<file path="src/rtl/blrs_pkg.sv">
// Shared types, constants and controller encodings of the bilinear RGB565 line scaler.
`default_nettype none
package blrs_pkg;

  localparam int MAX_WIDTH_DEF  = 256;
  localparam int MAX_HEIGHT_DEF = 256;
  localparam int FRAC_BITS_DEF  = 16;

  localparam int DIM_W      = 9;
  localparam int RATIO_W    = 24;
  localparam int PROD_W     = RATIO_W + DIM_W;
  localparam int CFG_IDX_W  = 3;
  localparam int CFG_DATA_W = 24;
  localparam int MAC_K_W    = 3;

  localparam logic [MAC_K_W-1:0] MAC_LAST = MAC_K_W'(4);

  localparam logic CMD_PUSH = 1'b0;
  localparam logic CMD_PULL = 1'b1;

  localparam logic [CFG_IDX_W-1:0] REG_IN_WIDTH      = 3'd0;
  localparam logic [CFG_IDX_W-1:0] REG_IN_HEIGHT     = 3'd1;
  localparam logic [CFG_IDX_W-1:0] REG_FRAME_WIDTH   = 3'd2;
  localparam logic [CFG_IDX_W-1:0] REG_FRAME_HEIGHT  = 3'd3;
  localparam logic [CFG_IDX_W-1:0] REG_SCALE_RATIO   = 3'd4;
  localparam logic [CFG_IDX_W-1:0] REG_SCALED_WIDTH  = 3'd5;
  localparam logic [CFG_IDX_W-1:0] REG_SCALED_HEIGHT = 3'd6;

  typedef struct packed {
    logic       cmd;
    logic [7:0] row_index;
    logic [15:0] in_pixel;
    logic       row_end;
  } item_t;

  typedef struct packed {
    logic        out_valid;
    logic [7:0]  out_col;
    logic [7:0]  out_row;
    logic [15:0] out_pixel;
    logic        image_done;
  } res_t;

  typedef enum logic [2:0] {
    ST_IDLE,
    ST_MUL,
    ST_SEL,
    ST_PUSH,
    ST_CHK,
    ST_MAC,
    ST_FIN,
    ST_OUT
  } st_e;

  typedef struct packed {
    logic               load;
    logic               mul;
    logic               sel;
    logic               push;
    logic               clr;
    logic               drop_arm;
    logic               mac;
    logic [MAC_K_W-1:0] mac_k;
    logic               fin;
    logic               out_ld;
  } cmd_t;

  typedef struct packed {
    logic is_pull;
    logic run_ok;
    logic found;
    logic out_free;
  } stat_t;

endpackage
`default_nettype wire

</file>
<file path="src/rtl/blrs_ctrl.sv">
// Controller state machine sequencing push, pull and result hand-off.
`default_nettype none
module blrs_ctrl (
  input  logic            clk_i,
  input  logic            rst_ni,
  input  logic            item_valid_i,
  output logic            item_stall_o,
  input  blrs_pkg::stat_t stat_i,
  output blrs_pkg::cmd_t  cmd_o
);
  import blrs_pkg::*;

  st_e                state_q, state_d;
  logic [MAC_K_W-1:0] k_q, k_d;

  always_ff @(posedge clk_i or negedge rst_ni) begin
    if (!rst_ni) begin
      state_q <= ST_IDLE;
      k_q     <= '0;
    end else begin
      state_q <= state_d;
      k_q     <= k_d;
    end
  end

  always_comb begin
    state_d     = state_q;
    k_d         = k_q;
    cmd_o       = '0;
    cmd_o.mac_k = k_q;
    case (state_q)
      ST_IDLE: begin
        if (item_valid_i) begin
          cmd_o.load = 1'b1;
          state_d    = ST_MUL;
        end
      end
      ST_MUL: begin
        cmd_o.mul = 1'b1;
        state_d   = ST_SEL;
      end
      ST_SEL: begin
        cmd_o.sel = 1'b1;
        state_d   = stat_i.is_pull ? ST_CHK : ST_PUSH;
      end
      ST_PUSH: begin
        cmd_o.push = 1'b1;
        cmd_o.clr  = 1'b1;
        state_d    = ST_OUT;
      end
      ST_CHK: begin
        if (!stat_i.run_ok) begin
          cmd_o.clr = 1'b1;
          state_d   = ST_OUT;
        end else if (!stat_i.found) begin
          cmd_o.clr      = 1'b1;
          cmd_o.drop_arm = 1'b1;
          state_d        = ST_OUT;
        end else begin
          k_d     = '0;
          state_d = ST_MAC;
        end
      end
      ST_MAC: begin
        cmd_o.mac = 1'b1;
        if (k_q == MAC_LAST) begin
          state_d = ST_FIN;
        end else begin
          k_d = k_q + MAC_K_W'(1);
        end
      end
      ST_FIN: begin
        cmd_o.fin = 1'b1;
        state_d   = ST_OUT;
      end
      ST_OUT: begin
        if (stat_i.out_free) begin
          cmd_o.out_ld = 1'b1;
          state_d      = ST_IDLE;
        end
      end
      default: state_d = ST_IDLE;
    endcase
  end

  assign item_stall_o = state_q != ST_IDLE;

`ifndef ASSERT_OFF
  a_out_hold: assert property (@(posedge clk_i) disable iff (!rst_ni)
    (state_q == ST_OUT && !stat_i.out_free) |=> state_q == ST_OUT)
    else $error("result hand-off left while output busy");
  a_mac_end: assert property (@(posedge clk_i) disable iff (!rst_ni)
    (state_q == ST_MAC && k_q == MAC_LAST) |=> state_q == ST_FIN)
    else $error("blend did not finish after last corner");
  a_accept: assert property (@(posedge clk_i) disable iff (!rst_ni)
    (item_valid_i && !item_stall_o) |=> state_q == ST_MUL)
    else $error("accepted item not started");
  a_mac_k: assert property (@(posedge clk_i) disable iff (!rst_ni)
    state_q == ST_MAC |-> k_q <= MAC_LAST)
    else $error("corner counter out of range");
`endif

endmodule
`default_nettype wire

</file>
<file path="config.mk">
export PLATFORM = sky130hd
export DESIGN_NAME = blrs_ctrl
export DESIGN_NICKNAME = d
export VERILOG_FILES = /design/src/rtl/blrs_pkg.sv /design/src/rtl/blrs_ctrl.sv
export SDC_FILE = /design/constraint.sdc
export NUM_CORES = 1
export LEC_CHECK = 0
export BUFFER_PORTS_ARGS = -buffer_cell sky130_fd_sc_hd__buf_2
export CAP_MARGIN = 20
export CORE_AREA = 2 2 39 41
export DETAILED_ROUTE_END_ITERATION = 8
export DIE_AREA = 0 0 41 43
export MAX_ROUTING_LAYER = met4
export SLEW_MARGIN = 15
export SYNTH_ARGS = -nofsm -noshare
export SYNTH_HDL_FRONTEND = slang
export SYNTH_SLANG_ARGS = --single-unit
export TNS_END_PERCENT = 10
</file>
<file path="constraint.sdc">
create_clock -name clk_i -period 2.1 [get_ports clk_i]
set_clock_uncertainty 0.05 [all_clocks]
set_input_delay 0.315 -clock clk_i [delete_from_list [all_inputs] [get_ports clk_i]]
set_output_delay 0.315 -clock clk_i [all_outputs]
set_load 0.01 [all_outputs]
</file>
After elaboration in Yosys (flattened, before gate mapping):

Cells that the tools add are included.

* equality and inequality tests: 14
* bitwise gates (word level): 0
* shift operators: 0
* multipliers: 0
* multiplexer cells: 25
* add/subtract/negate cells: 1
* reduce and logical (&&, ||, !) cells: 6
* magnitude comparators: 0
* divide/modulo/power cells: 0

Operators by type and width (number)
* 2-to-1 mux 3 bit: 8
* case mux 3 bit (7 select lines): 1
* == test 3 bit, second input constant: 5
* 2-to-1 mux 1 bit: 12
* inequality test 2 bit, second input constant: 6
* == test 3 x 2 -> 1 bit, second input constant: 2
* case mux 3 bit (2 select lines): 1
* 2-to-1 mux 2 bit: 2
* AND reduction 4 bit: 1
* adder 3 x 1 -> 3 bit, second input constant: 1
* == test 3 x 1 -> 1 bit, second input constant: 1
* zero test 3 bit: 1
* AND reduction 3 bit: 1
* nonzero test 3 bit: 1
* case mux 1 bit (2 select lines): 1
* nonzero test 2 bit: 1
* OR reduction 2 bit: 1

* bits in latches: 0
* input bits: 7
* memory bits (writable): 0
* memory bits (read-only): 0
* output and inout port bits: 13
* word-level logic and storage cells: 48
* register bits: 6
* memories kept: 0

Logic depth before layout (Yosys ltp):

Gate-level depths: netlist (run 1).

* word-level depth: 3
* depth in mapped cells: 5
* depth with buffers taken out: 5

Worst setup path after synthesis (run 1):

No wires, ideal clock.

* path type: register to output
* start point: register state_q[0]
* end point: output cmd_o[11] (netlist name)
* data required time: 1.735 ns
* setup slack: 0.587 ns
* data arrival time: 1.148 ns
* stages on the path, launching flop included: 4
* path buffers: 1
* cells stage by stage: dfrtp_1 -> buf_2 -> or3_1 -> nor2_1

RTL lines
* from (decl): line blrs_ctrl.sv:13 `st_e state_q, state_d;`
* from (signal assigned): line blrs_ctrl.sv:21 `state_q <= state_d;`
* to (decl): line blrs_ctrl.sv:9 `output blrs_pkg::cmd_t cmd_o`

==> results of run 1 <==
[worst max path at each step]
| stage | start | end | slack [ns] | cells after the start |
|---|---|---|---|---|
| 3_5_place_dp | state_q[0]$_DFFE_PN0P_ | cmd_o[6] | 0.56 | 3 |
| 3_3_place_gp | state_q[0]$_DFFE_PN0P_ | cmd_o[6] | 0.57 | 3 |
| 6_report | state_q[0]$_DFFE_PN0P_ | cmd_o[6] | 0.27 | 3 |
| 2_1_floorplan | state_q[0]$_DFFE_PN0P_ | cmd_o[11] | 0.59 | 3 |
| 4_1_cts | state_q[0]$_DFFE_PN0P_ | cmd_o[6] | 0.28 | 3 |
| 5_1_grt | state_q[0]$_DFFE_PN0P_ | cmd_o[6] | 0.11 | 3 |
[layer usage]
layer | track usage [%] | up-vias | routed length (µm)
li1 | - | 225 | -
met1 | 18.89 | 206 | 465
met2 | 17.81 | 14 | 465
met3 | 7.853 | 0 | 59
met4 | 2.000 | 0 | 0
met5 | - | - | 0
[metrics by stage]
stage                     instance area (µm²)  utilization, %  power, mW
after CTS                               581.8           42.04     0.8300
after global placement                  549.3           39.69     0.7092
after floorplan                         444.2               -     0.5791
final                                   581.8           42.04     0.8165
after global routing                    581.8           42.04     0.9080
after detailed placement                549.3           39.69     0.7157
[report_power, final]
| part | switching, mW | total, mW | internal (mW) |
|---|---|---|---|
| clock network | 0.0445 | 0.109 | 0.0648 |
| logic | 0.221 | 0.432 | 0.211 |
| registers | 0.105 | 0.275 | 0.170 |
| total | 0.371 | 0.817 | 0.445 |
[cell usage after synthesis (all sizes together)]
cell / count / area share [%]
o21ai: 1 / 1.1
nor3: 1 / 1.1
ha: 2 / 5.6
dfrtp: 6 / 34
buf: 2 / 2.3
a22o: 1 / 2.0
mux2: 1 / 2.5
nand2: 3 / 2.5
nor2b: 3 / 4.2
a21oi: 1 / 1.1
a221o: 1 / 2.3
o31a: 1 / 2.0
nor3b: 1 / 2.8
and2: 1 / 1.4
a31oi: 1 / 1.4
nand3: 1 / 1.1
a21o: 1 / 1.7
nor2: 5 / 4.2
o31ai: 1 / 1.7
inv: 5 / 4.2
nor4b: 2 / 5.4
o22ai: 1 / 1.4
or3: 1 / 1.4
a22oi: 1 / 1.7
nand2b: 3 / 4.2
and3: 2 / 2.8
o2111ai: 2 / 3.9
[cell families (layout without fill, tap and decap cells)]
| logic type | after synthesis | count (layout) | synth area share, % |
|---|---|---|---|
| AOI/OAI and AO/OA | 12 | 12 | 20.28 |
| DFF | 6 | 6 | 33.80 |
| and+or+nand+nor | 23 | 23 | 31.27 |
| buffers and inverters | 7 | 28 | 6.477 |
| muxes | 1 | 1 | 2.535 |
| adders and majority gates | 2 | 2 | 5.633 |
[flip-flops by register name, indices dropped and copies added, names as in the netlist]
signal	cells
k_q	3
state_q	3
[what timing repair did]
action,in CTS,in global routing
endpoints found under the hold margin,6,0
setup buffers,0,0
hold buffers,1,0
endpoints found under the setup margin,0,0
[tightest hold or removal path: stages]
cell and delay [ns]:
buf_2 0.09, o21ai_1 0.05, a21oi_1 0.13
[area by class of cell]
cell class / instances / share of cell area [%]
Timing Repair Buffer: 20 / 18.06
Clock buffer: 3 / 3.871
Multi-Input combinational cell: 38 / 45.59
Tap cell: 16 / 3.441
Sequential cell: 6 / 25.81
Inverter: 5 / 3.226
==> summary.md, run 1 <==
| Metric | Value |
|---|---|
| Sum of negative setup slack | `0 ns` |
| Slowest cell on crit path | `dfrtp_1` |
| Setup crit start kind | `flop` |
| RR Startpoint | `state_q[1]$_DFFE_PN0P_` |
| Slew HR | `72.58%` |
| Worst setup margin | `0.2676 ns` |
| # port buffers | `19` |
| CP endpoint kind | `primary output` |
| CTS tree | `yes` |
| First-pass GRT wire length | `1600 µm` |
| WL/cell | `approximately 11 µm` |
| Starting Density | `32.10%` |
| Hold Crit Depth | `3` |
| Die width | `41 µm` |
| Post-synthesis to final-layout area growth | `30.99%` |
| # rows | `14` |
| Layout cells sized above 1 | `a little over a third` |
| FF-to-FF setup slack | `0.62 ns` |
| Cell Pwr Density | `1403 nW/µm²` |
| Iteration count of the initial detailed-routing pass | `4` |
| Arr. time, crit path | `1.47 ns` |
| Longest Clk Path Bufs | `2` |
| Vias in the first global route | `roughly 400` |
| Hold Startpoint | `stat_i[3]` |
| CTS H-tree lvls | `1` |
| Crit-path cells | `nand2b_1 > nor4b_1 > buf_2` |
| Post-synthesis sequential area ratio | `33.80%` |
| Worst EP required | `1.74 ns` |
| Core ar. | `1384 µm²` |
| # DRC | `0` |
| Crit path max fanout | `14` |
| Syn avg cell area | `8.709 µm²` |
| I/O pins | `20` |
| CP delay by family, top | `simple AND/OR/NAND/NOR gates` |
| Maximum VDD drop | `0.6535 mV` |
| Netlist Area Pre-Place | `444.2 µm²` |
| Routed wire length | `989 µm` |
| Largest net degree at the start of global routing | `16` |
| Total number of vias | `445` |
| Worst stage delay on the critical path | `0.51 ns` |
| Post-route ant nets | `0` |
| Avg Vias per Cell | `slightly above 5` |
| Critical R2R Capture | `k_q[2]$_DFFE_PN0P_` |
| NumNets Final | `83` |
| Most common cell after layout, fill and taps aside | `buf_2` |
| Placed cells | `84` |
| Leak | `0.3058 nW` |
| Layout fillers | `between 100 and 150` |
| Outcome | `completed` |
| Worst Hold Slack | `0.3415 ns` |
| Die H | `43 µm` |
| Reg clk slew, reported paths | `0.04 ns` |
| Area of the multi-input gates | `265.3 µm²` |
| Post-DP HPWL | `between 700 and 800 µm` |
| CTS root buf | `clkbuf_4` |
| Final hold violations | `0` |
| Setup repair after global routing missed its margin | `no` |
| Antenna cells | `0` |
| DP Worst Slack | `0.5561 ns` |
| Cells on worst reg2reg path | `3` |
| Tmin final | `1.832 ns` |
| Final setup fails | `0` |
| DIE AREA | `1763 µm²` |
| Fin crit share | `87.26%` |
| Syn_nets | `60` |
| Reg area | `150.1 µm²` |
| DR iter-0 viols | `8` |
| TritonCTS Buffers | `3` |
| CTS resizes | `0` |
| Final Slew Violations | `0` |
| Post-Synthesis Cells | `51` |
| Final Non-Filler Cells | `88` |
| Most frequent cells in the layout | `buf_2 (19), dfrtp_1 (6), nor2_1 (5)` |
| Hold-critical path endpoint | `state_q[2]$_DFFE_PN0P_` |
| Yosys cell types | `29` |
| RePlAce Congestion | `0.7054` |
| Total gr overflow | `0` |
| Critical path buffers and inverters | `1` |
| Slew @ Worst Pin | `0.4114 ns` |
| Sink Count | `6` |
| Max-Cap Viols | `0` |
| Synth Warn # | `0` |
| Peak Freq | `0.5457 GHz` |
| Worst hold path class | `primary input to flop` |
| Setup Crit Path Kind | `flop to primary output` |
| Yosys reg bits | `6` |
| Skew-Pair Late Insertion Delay | `between 0.2 and 0.3 ns` |
| Initial antenna violation count | `0` |
| GR Util All Layers | `13.74%` |
No activity file was read; power rests on OpenSTA's default activity.
==> run 2: changes to the inputs <==
--- a/config.mk
+++ b/config.mk
@@ -10,6 +10,7 @@
 export CORE_AREA = 2 2 39 41
 export DETAILED_ROUTE_END_ITERATION = 8
 export DIE_AREA = 0 0 41 43
+export GPL_TIMING_DRIVEN = 0
 export MAX_ROUTING_LAYER = met4
 export SLEW_MARGIN = 15
 export SYNTH_ARGS = -nofsm -noshare
==> run 2 against run 1 <==
Net effect:
- final area up 1.7%
- clock power down 6%
- wire length down 1.3%
- sequential power down 13%
- via count up 2.5%
- combinational power up 13%
- worst hold slack worse by 0.010 ns
- largest cell class unchanged
- highest routed layer unchanged
==> summary.md, run 2 (synthesis gave the netlist of run 1 again) <==
| Metric | Value |
|---|---|
| RePlAce Congestion | `0.7120` |
| Cell Pwr Density | `1406 nW/µm²` |
| # port buffers | `19` |
| Sum of negative setup slack | `0 ns` |
| Crit path max fanout | `10` |
| Hold-critical path endpoint | `state_q[2]$_DFFE_PN0P_` |
| Slew HR | `between 70 and 80%` |
| Reg clk slew, reported paths | `0.04 ns` |
| Post-DP HPWL | `759.6 µm` |
| Setup crit start kind | `flop` |
| Longest Clk Path Bufs | `2` |
| Maximum VDD drop | `0.5598 mV` |
| Total number of vias | `around 460` |
| Hold Startpoint | `stat_i[3]` |
| Cells on worst reg2reg path | `5` |
| Core ar. | `1384 µm²` |
| WL/cell | `around 11 µm` |
| Slew @ Worst Pin | `about 0.31 ns` |
| CTS root buf | `clkbuf_4` |
| Sink Count | `6` |
| Critical path buffers and inverters | `2` |
| Final Slew Violations | `0` |
| Routed wire length | `976 µm` |
| Worst stage delay on the critical path | `0.41 ns` |
| TritonCTS Buffers | `3` |
| Clock share of power | `approximately an eighth` |
| CTS H-tree lvls | `1` |
| Final setup fails | `0` |
| # DRC | `0` |
| Hold Crit Depth | `3` |
| Die width | `41 µm` |
| NumNets Final | `85` |
| Post-synthesis to final-layout area growth | `33.24%` |
| CTS resizes | `0` |
| FF-to-FF setup slack | `0.64 ns` |
| Dpl cell area | `roughly 560 µm²` |
| First-pass GRT wire length | `1628 µm` |
| Largest regs | `k_q x3, state_q x3` |
| CP dominant cell by count | `buf_2` |
| Crit-path cells | `buf_2 > or3_1 > nor2_1 > buf_2` |
| Initial antenna violation count | `0` |
| # rows | `14` |
| Peak Freq | `0.5604 GHz` |
| Worst EP required | `1.74 ns` |
| RR Startpoint | `k_q[0]$_DFFE_PN0P_` |
| Hold Buf Count CTS | `1` |
| Total gr overflow | `0` |
| Switch share | `44.93%` |
| Fin crit share | `84.97%` |
| Avg Vias per Cell | `5.067` |
| Setup repair after global routing missed its margin | `no` |
| CTS tree | `yes` |
| Layout cells sized above 1 | `37.84%` |
| Final hold violations | `0` |
| CP endpoint kind | `primary output` |
| GR Util All Layers | `between 10% and 20%` |
| Slowest cell on crit path | `dfrtp_1` |
| Largest net degree at the start of global routing | `11` |
| Antenna cells | `0` |
| Most frequent cells in the layout | `buf_2 (21), dfrtp_1 (6), nor2_1 (5)` |
| Tmin final | `1.784 ns` |
| Switching power | `373.9 µW` |
| Postcts setup bufs | `0` |
| Worst hold path class | `primary input to flop` |
| Max-Cap Viols | `0` |
| CP delay by family, top | `simple AND/OR/NAND/NOR gates` |
| DR iter-0 viols | `8` |
| Leak | `0.3126 nW` |
| I/O pins | `20` |
| Cell Int Power | `458.4 µW` |
| Power share of the combinational group | `58.9%` |
| Most common cell after layout, fill and taps aside | `buf_2` |
| Final instance area | `591.8 µm²` |
| Skew-Pair Late Insertion Delay | `0.24 ns` |
| Reg power frac | `28.8%` |
| Vias in the first global route | `around 400` |
| Arr. time, crit path | `1.42 ns` |
| Die H | `43 µm` |
| Post-route ant nets | `0` |
| Starting Density | `around 32%` |
| Iteration count of the initial detailed-routing pass | `4` |
| Setup Crit Path Kind | `flop to primary output` |
| Outcome | `completed` |
| Critical R2R Capture | `k_q[2]$_DFFE_PN0P_` |
| DIE AREA | `1763 µm²` |
==> run 2: final cells by class <==
class,instances,area (µm²)
Fill cell,148,792.0
Multi-Input combinational cell,38,265.3
Sequential cell,6,150.1
Timing Repair Buffer,20,105.1
Clock buffer,3,22.52
Tap cell,16,20.02
Inverter,5,18.77
Buffer,2,10.01
==> run 2: power groups by stage <==
| stage | clock network, mW | registers (mW) | logic, mW |
|---|---|---|---|
| floorplan | 0 | 0.238 | 0.341 |
| global placement | 0 | 0.241 | 0.486 |
| detailed placement | 0 | 0.241 | 0.492 |
| CTS | 0.107 | 0.240 | 0.494 |
| global route | 0.119 | 0.253 | 0.559 |
| finish | 0.102 | 0.240 | 0.490 |
==> run 2: worst register-to-register path: cells and delay by family, from the launching register on <==
kind | cells | cell delay [ns]
flip-flops | 1 | 0.36
buffers and inverters | 1 | 0.07
AND/OR/NAND/NOR | 1 | 0.08
adder cells (fa/ha/maj) | 1 | 0.21
AO/OA/AOI/OAI | 2 | 0.57
==> run 2: routing by layer <==
metal | part of all wire [%] | global-route usage [%]
met4 | 0 | 2.000
met5 | 0 | -
met3 | 4.7 | 7.853
met1 | 48 | 18.51
met2 | 47 | 19.06
==> run 2: stage by stage <==
step,power [mW],util [%],worst slack [ns],cells,hold WS (ns)
4_1_cts,0.8408,42.77,0.2938,90,0.3282
5_1_grt,0.9304,42.77,0.2094,90,0.3591
3_5_place_dp,0.7325,40.42,0.5588,86,0.09361
3_3_place_gp,0.7275,40.42,0.5705,86,0.09225
6_report,0.8323,42.77,0.3156,90,0.3316
2_1_floorplan,0.5791,-,0.5874,51,-0.03059
==> run 2: how the worst max path moves through the flow <==
stage | start | endpoint | cells past startpoint
final | state_q[0]$_DFFE_PN0P_ | cmd_o[11] | 4
after global routing | state_q[0]$_DFFE_PN0P_ | cmd_o[11] | 4
after CTS | state_q[0]$_DFFE_PN0P_ | cmd_o[11] | 4
after detailed placement | state_q[0]$_DFFE_PN0P_ | cmd_o[11] | 4
after global placement | state_q[1]$_DFFE_PN0P_ | cmd_o[11] | 4
after floorplan | state_q[0]$_DFFE_PN0P_ | cmd_o[11] | 3
==> run 3: changes to the inputs <==
--- a/config.mk
+++ b/config.mk
@@ -5,6 +5,7 @@
 export SDC_FILE = /design/constraint.sdc
 export NUM_CORES = 1
 export LEC_CHECK = 0
+export ABC_AREA = 1
 export BUFFER_PORTS_ARGS = -buffer_cell sky130_fd_sc_hd__buf_2
 export CAP_MARGIN = 20
 export CORE_AREA = 2 2 39 41
@@ -12,6 +13,7 @@
 export DIE_AREA = 0 0 41 43
 export GPL_TIMING_DRIVEN = 0
 export MAX_ROUTING_LAYER = met4
+export PLACE_DENSITY = 0.65
 export SLEW_MARGIN = 15
 export SYNTH_ARGS = -nofsm -noshare
 export SYNTH_HDL_FRONTEND = slang
==> constraint.sdc (replaced) <==
create_clock -name clk_i -period 1.5 [get_ports clk_i]
set_clock_uncertainty 0.05 [all_clocks]
set_input_delay 0.225 -clock clk_i [delete_from_list [all_inputs] [get_ports clk_i]]
set_output_delay 0.225 -clock clk_i [all_outputs]
set_load 0.01 [all_outputs]
==> run 3 against run 2 <==
Net effect:
- synthesized cell count rose by 49%
- die area unchanged
- synthesized area grew 8.2%
- total power grew 90%
- sequential power up 45%
- final area up 21%
- combinational power up 120%
- via count is 20% higher
- sequential share of layout area fell by 4.0 points
- largest cell class unchanged
==> summary.md, run 3 <==
| Metric | Value |
|---|---|
| Outcome | `completed` |
| CTS tree | `yes` |
| # DRC | `0` |
| Routed wire length | `1248 µm` |
| Reg clk slew, reported paths | `0.05 ns` |
| Slew HR | `~90%` |
| CTS H-tree lvls | `1` |
| Starting Density | `34.72%` |
| NumNets Final | `roughly 120` |
| Most frequent cell after synthesis | `nand2_1` |
| DP Worst Slack | `0.1746 ns` |
| Power share of the combinational group | `68.7%` |
| Syn_nets | `85` |
| Layout fillers | `145` |
| Max-Cap Viols | `0` |
| Layout cells sized above 1 | `44.34%` |
| Synth Warn # | `0` |
| Post-Synthesis Cells | `76` |
| Primary FF master, synth | `dfrtp_1` |
| Die H | `43 µm` |
| Post-synthesis sequential area ratio | `a little under a third` |
| Setup repair after global routing missed its margin | `yes` |
| Peak Freq | `0.6695 GHz` |
| Post-DP HPWL | `around 830 µm` |
| Leak | `approximately 0.47 nW` |
| Slew @ Worst Pin | `between 0.15 and 0.2 ns` |
| Most frequent cells in the layout | `nand2_1 (27), buf_2 (18), inv_1 (9)` |
| TritonCTS Buffers | `3` |
| Yosys cell types | `19` |
| First-pass GRT wire length | `1835 µm` |
| Cells on worst reg2reg path | `9` |
| Cell Int Power | `roughly 800 µW` |
| Reg area | `152.6 µm²` |
| Arr. time, crit path | `1.22 ns` |
| Iteration count of the initial detailed-routing pass | `2` |
| Largest net degree at the start of global routing | `10` |
| Final Slew Violations | `0` |
| RR Startpoint | `state_q[1]$_DFFE_PN0P_` |
| Worst Setup SP | `state_q[0]$_DFFE_PN0P_` |
| Crit path max fanout | `4` |
| Post-route ant nets | `0` |
| Syn avg cell area | `6.322 µm²` |
| CP endpoint kind | `primary output` |
| RePlAce Congestion | `a little over 0.7` |
| Tmin final | `1.494 ns` |
| Placed cells | `111` |
| Final instance area | `~700 µm²` |
| Netlist Area Pre-Place | `about 480 µm²` |
| Fin crit share | `99.57%` |
| Most common cell after layout, fill and taps aside | `nand2_1` |
| Yosys reg bits | `6` |
| GR Util All Layers | `16.10%` |
| Largest regs | `k_q x3, state_q x3` |
| DR iter-0 viols | `4` |
| Die width | `slightly above 40 µm` |
| Final hold violations | `0` |
| Area fraction of the dominant cell type after synthesis | `31.25%` |
| # rows | `14` |
| Critical R2R Capture | `k_q[0]$_DFFE_PN0P_` |
| Initial antenna violation count | `0` |
| Total number of vias | `546` |
| Skew-Pair Late Insertion Delay | `around 0.24 ns` |
| DIE AREA | `1763 µm²` |
| Avg Vias per Cell | `4.475` |
| Post-synth EDFFs | `0` |
| Critical Path End | `cmd_o[11]` |
| Synth top cells by count | `nand2_1 (28), inv_1 (11), nor2_1 (7), dfrtp_1 (6), nand3_1 (5)` |
| Core ar. | `1384 µm²` |
| Setup crit start kind | `flop` |
| Longest Clk Path Bufs | `2` |
| CTS root buf | `clkbuf_4` |
| FF-to-FF setup slack | `between 0.15 and 0.2 ns` |
| Synth area leader | `dfrtp_1` |
| Maximum VDD drop | `~0.92 mV` |
| Worst EP required | `1.22 ns` |
| Dpl cell area | `595.6 µm²` |
| # port buffers | `19` |
| I/O pins | `20` |
| Worst hold path class | `primary input to async pin` |
| Setup Crit Path Kind | `flop to primary output` |
| Final Non-Filler Cells | `122` |
| Post-synthesis async set-or-reset flop share | `100.0%` |
| Switch share | `49.29%` |
| Sink Count | `6` |
| Total gr overflow | `0` |
| Area of the multi-input gates | `282.8 µm²` |
| WL/cell | `10.23 µm` |
| Post-synthesis to final-layout area growth | `48.70%` |
| Ranking of synthesized cells by area | `dfrtp_1 (31%), nand2_1 (22%), inv_1 (8.6%), nor2_1 (5.5%), ha_1 (5.2%)` |
| Switching power | `roughly 800 µW` |
| Antenna cells | `0` |
| Final setup fails | `0` |
| Reg power frac | `22.0%` |
| Total power | `1.585 mW` |
| Worst setup margin | `roughly 0.0065 ns` |
| Cell Pwr Density | `2219 nW/µm²` |
| Vias in the first global route | `445` |
| Clock share of power | `9.3%` |
-- run 3: per-stage QoR --
step	util [%]	setup TNS (ns)	hold slack [ns]
2_1_floorplan	-	0	-0.1206
3_3_place_gp	43.04	0	0.001796
3_5_place_dp	43.04	0	0.006405
4_1_cts	48.82	0	0.2705
5_1_grt	51.63	-0.2585	0.2775
6_report	51.63	0	0.2772
-- run 3: power by group through the flow --
stage,logic [mW],registers (mW),clock network [mW]
CTS,0.977,0.352,0.155
detailed placement,0.859,0.345,0
global route,1.22,0.363,0.167
floorplan,0.605,0.346,0
finish,1.09,0.349,0.147
global placement,0.852,0.342,0
-- run 3: cell type report --
type	count	area share, %
multi-input cells	54	39.58
repair buffers	27	22.94
flip-flops and latches	6	21.37
inverters	15	8.581
clock buffers	3	3.152
well taps	16	2.802
plain buffers	1	1.576
-- run 3: repair_timing --
action | 4_1_cts | 5_1_grt
endpoints found under the setup margin | 3 | 8
setup buffers | 4 | 3
endpoints found under the hold margin | 6 | 0
hold buffers | 1 | 0
gates resized for setup | 6 | 5
pin swaps | 1 | 4
-- run 3: worst min path at each step --
stage | from | end | slack (ns) | cells past startpoint
floorplan | rst_ni | k_q[0]$_DFFE_PN0P_ | -0.12 | 0
global placement | rst_ni | k_q[1]$_DFFE_PN0P_ | 0.002 | 1
detailed placement | rst_ni | k_q[1]$_DFFE_PN0P_ | 0.006 | 1
CTS | rst_ni | k_q[1]$_DFFE_PN0P_ | 0.27 | 2
global route | rst_ni | k_q[1]$_DFFE_PN0P_ | 0.28 | 2
finish | rst_ni | k_q[0]$_DFFE_PN0P_ | 0.28 | 2
-- run 3: cells by family (layout without fill, tap and decap cells) --
family,count (synthesis),count (layout),synth area share [%]
buffers and inverters,16,46,13.80
AND/OR/NAND/NOR,49,49,45.84
flip-flops,6,6,31.25
XOR/XNOR,1,1,1.823
adder cells (fa/ha/maj),2,2,5.208
AO/OA/AOI/OAI,2,2,2.081
-- run 3: per-layer routing --
| layer | up-vias | global-route usage (%) | share of wire, % |
|---|---|---|---|
| li1 | 293 | - | - |
| met1 | 236 | 19.21 | 46 |
| met2 | 17 | 23.75 | 48 |
| met3 | 0 | 4.712 | 6.2 |
| met4 | 0 | 8.000 | 0 |
| met5 | - | - | 0 |
-- run 3: worst max-delay path, stage by stage, from the launching register on --
cell,delay [ns]
dfrtp_2,0.44
nor2_4,0.14
buf_4,0.12
nand2_2,0.06
nor2_1,0.08
buf_2,0.13
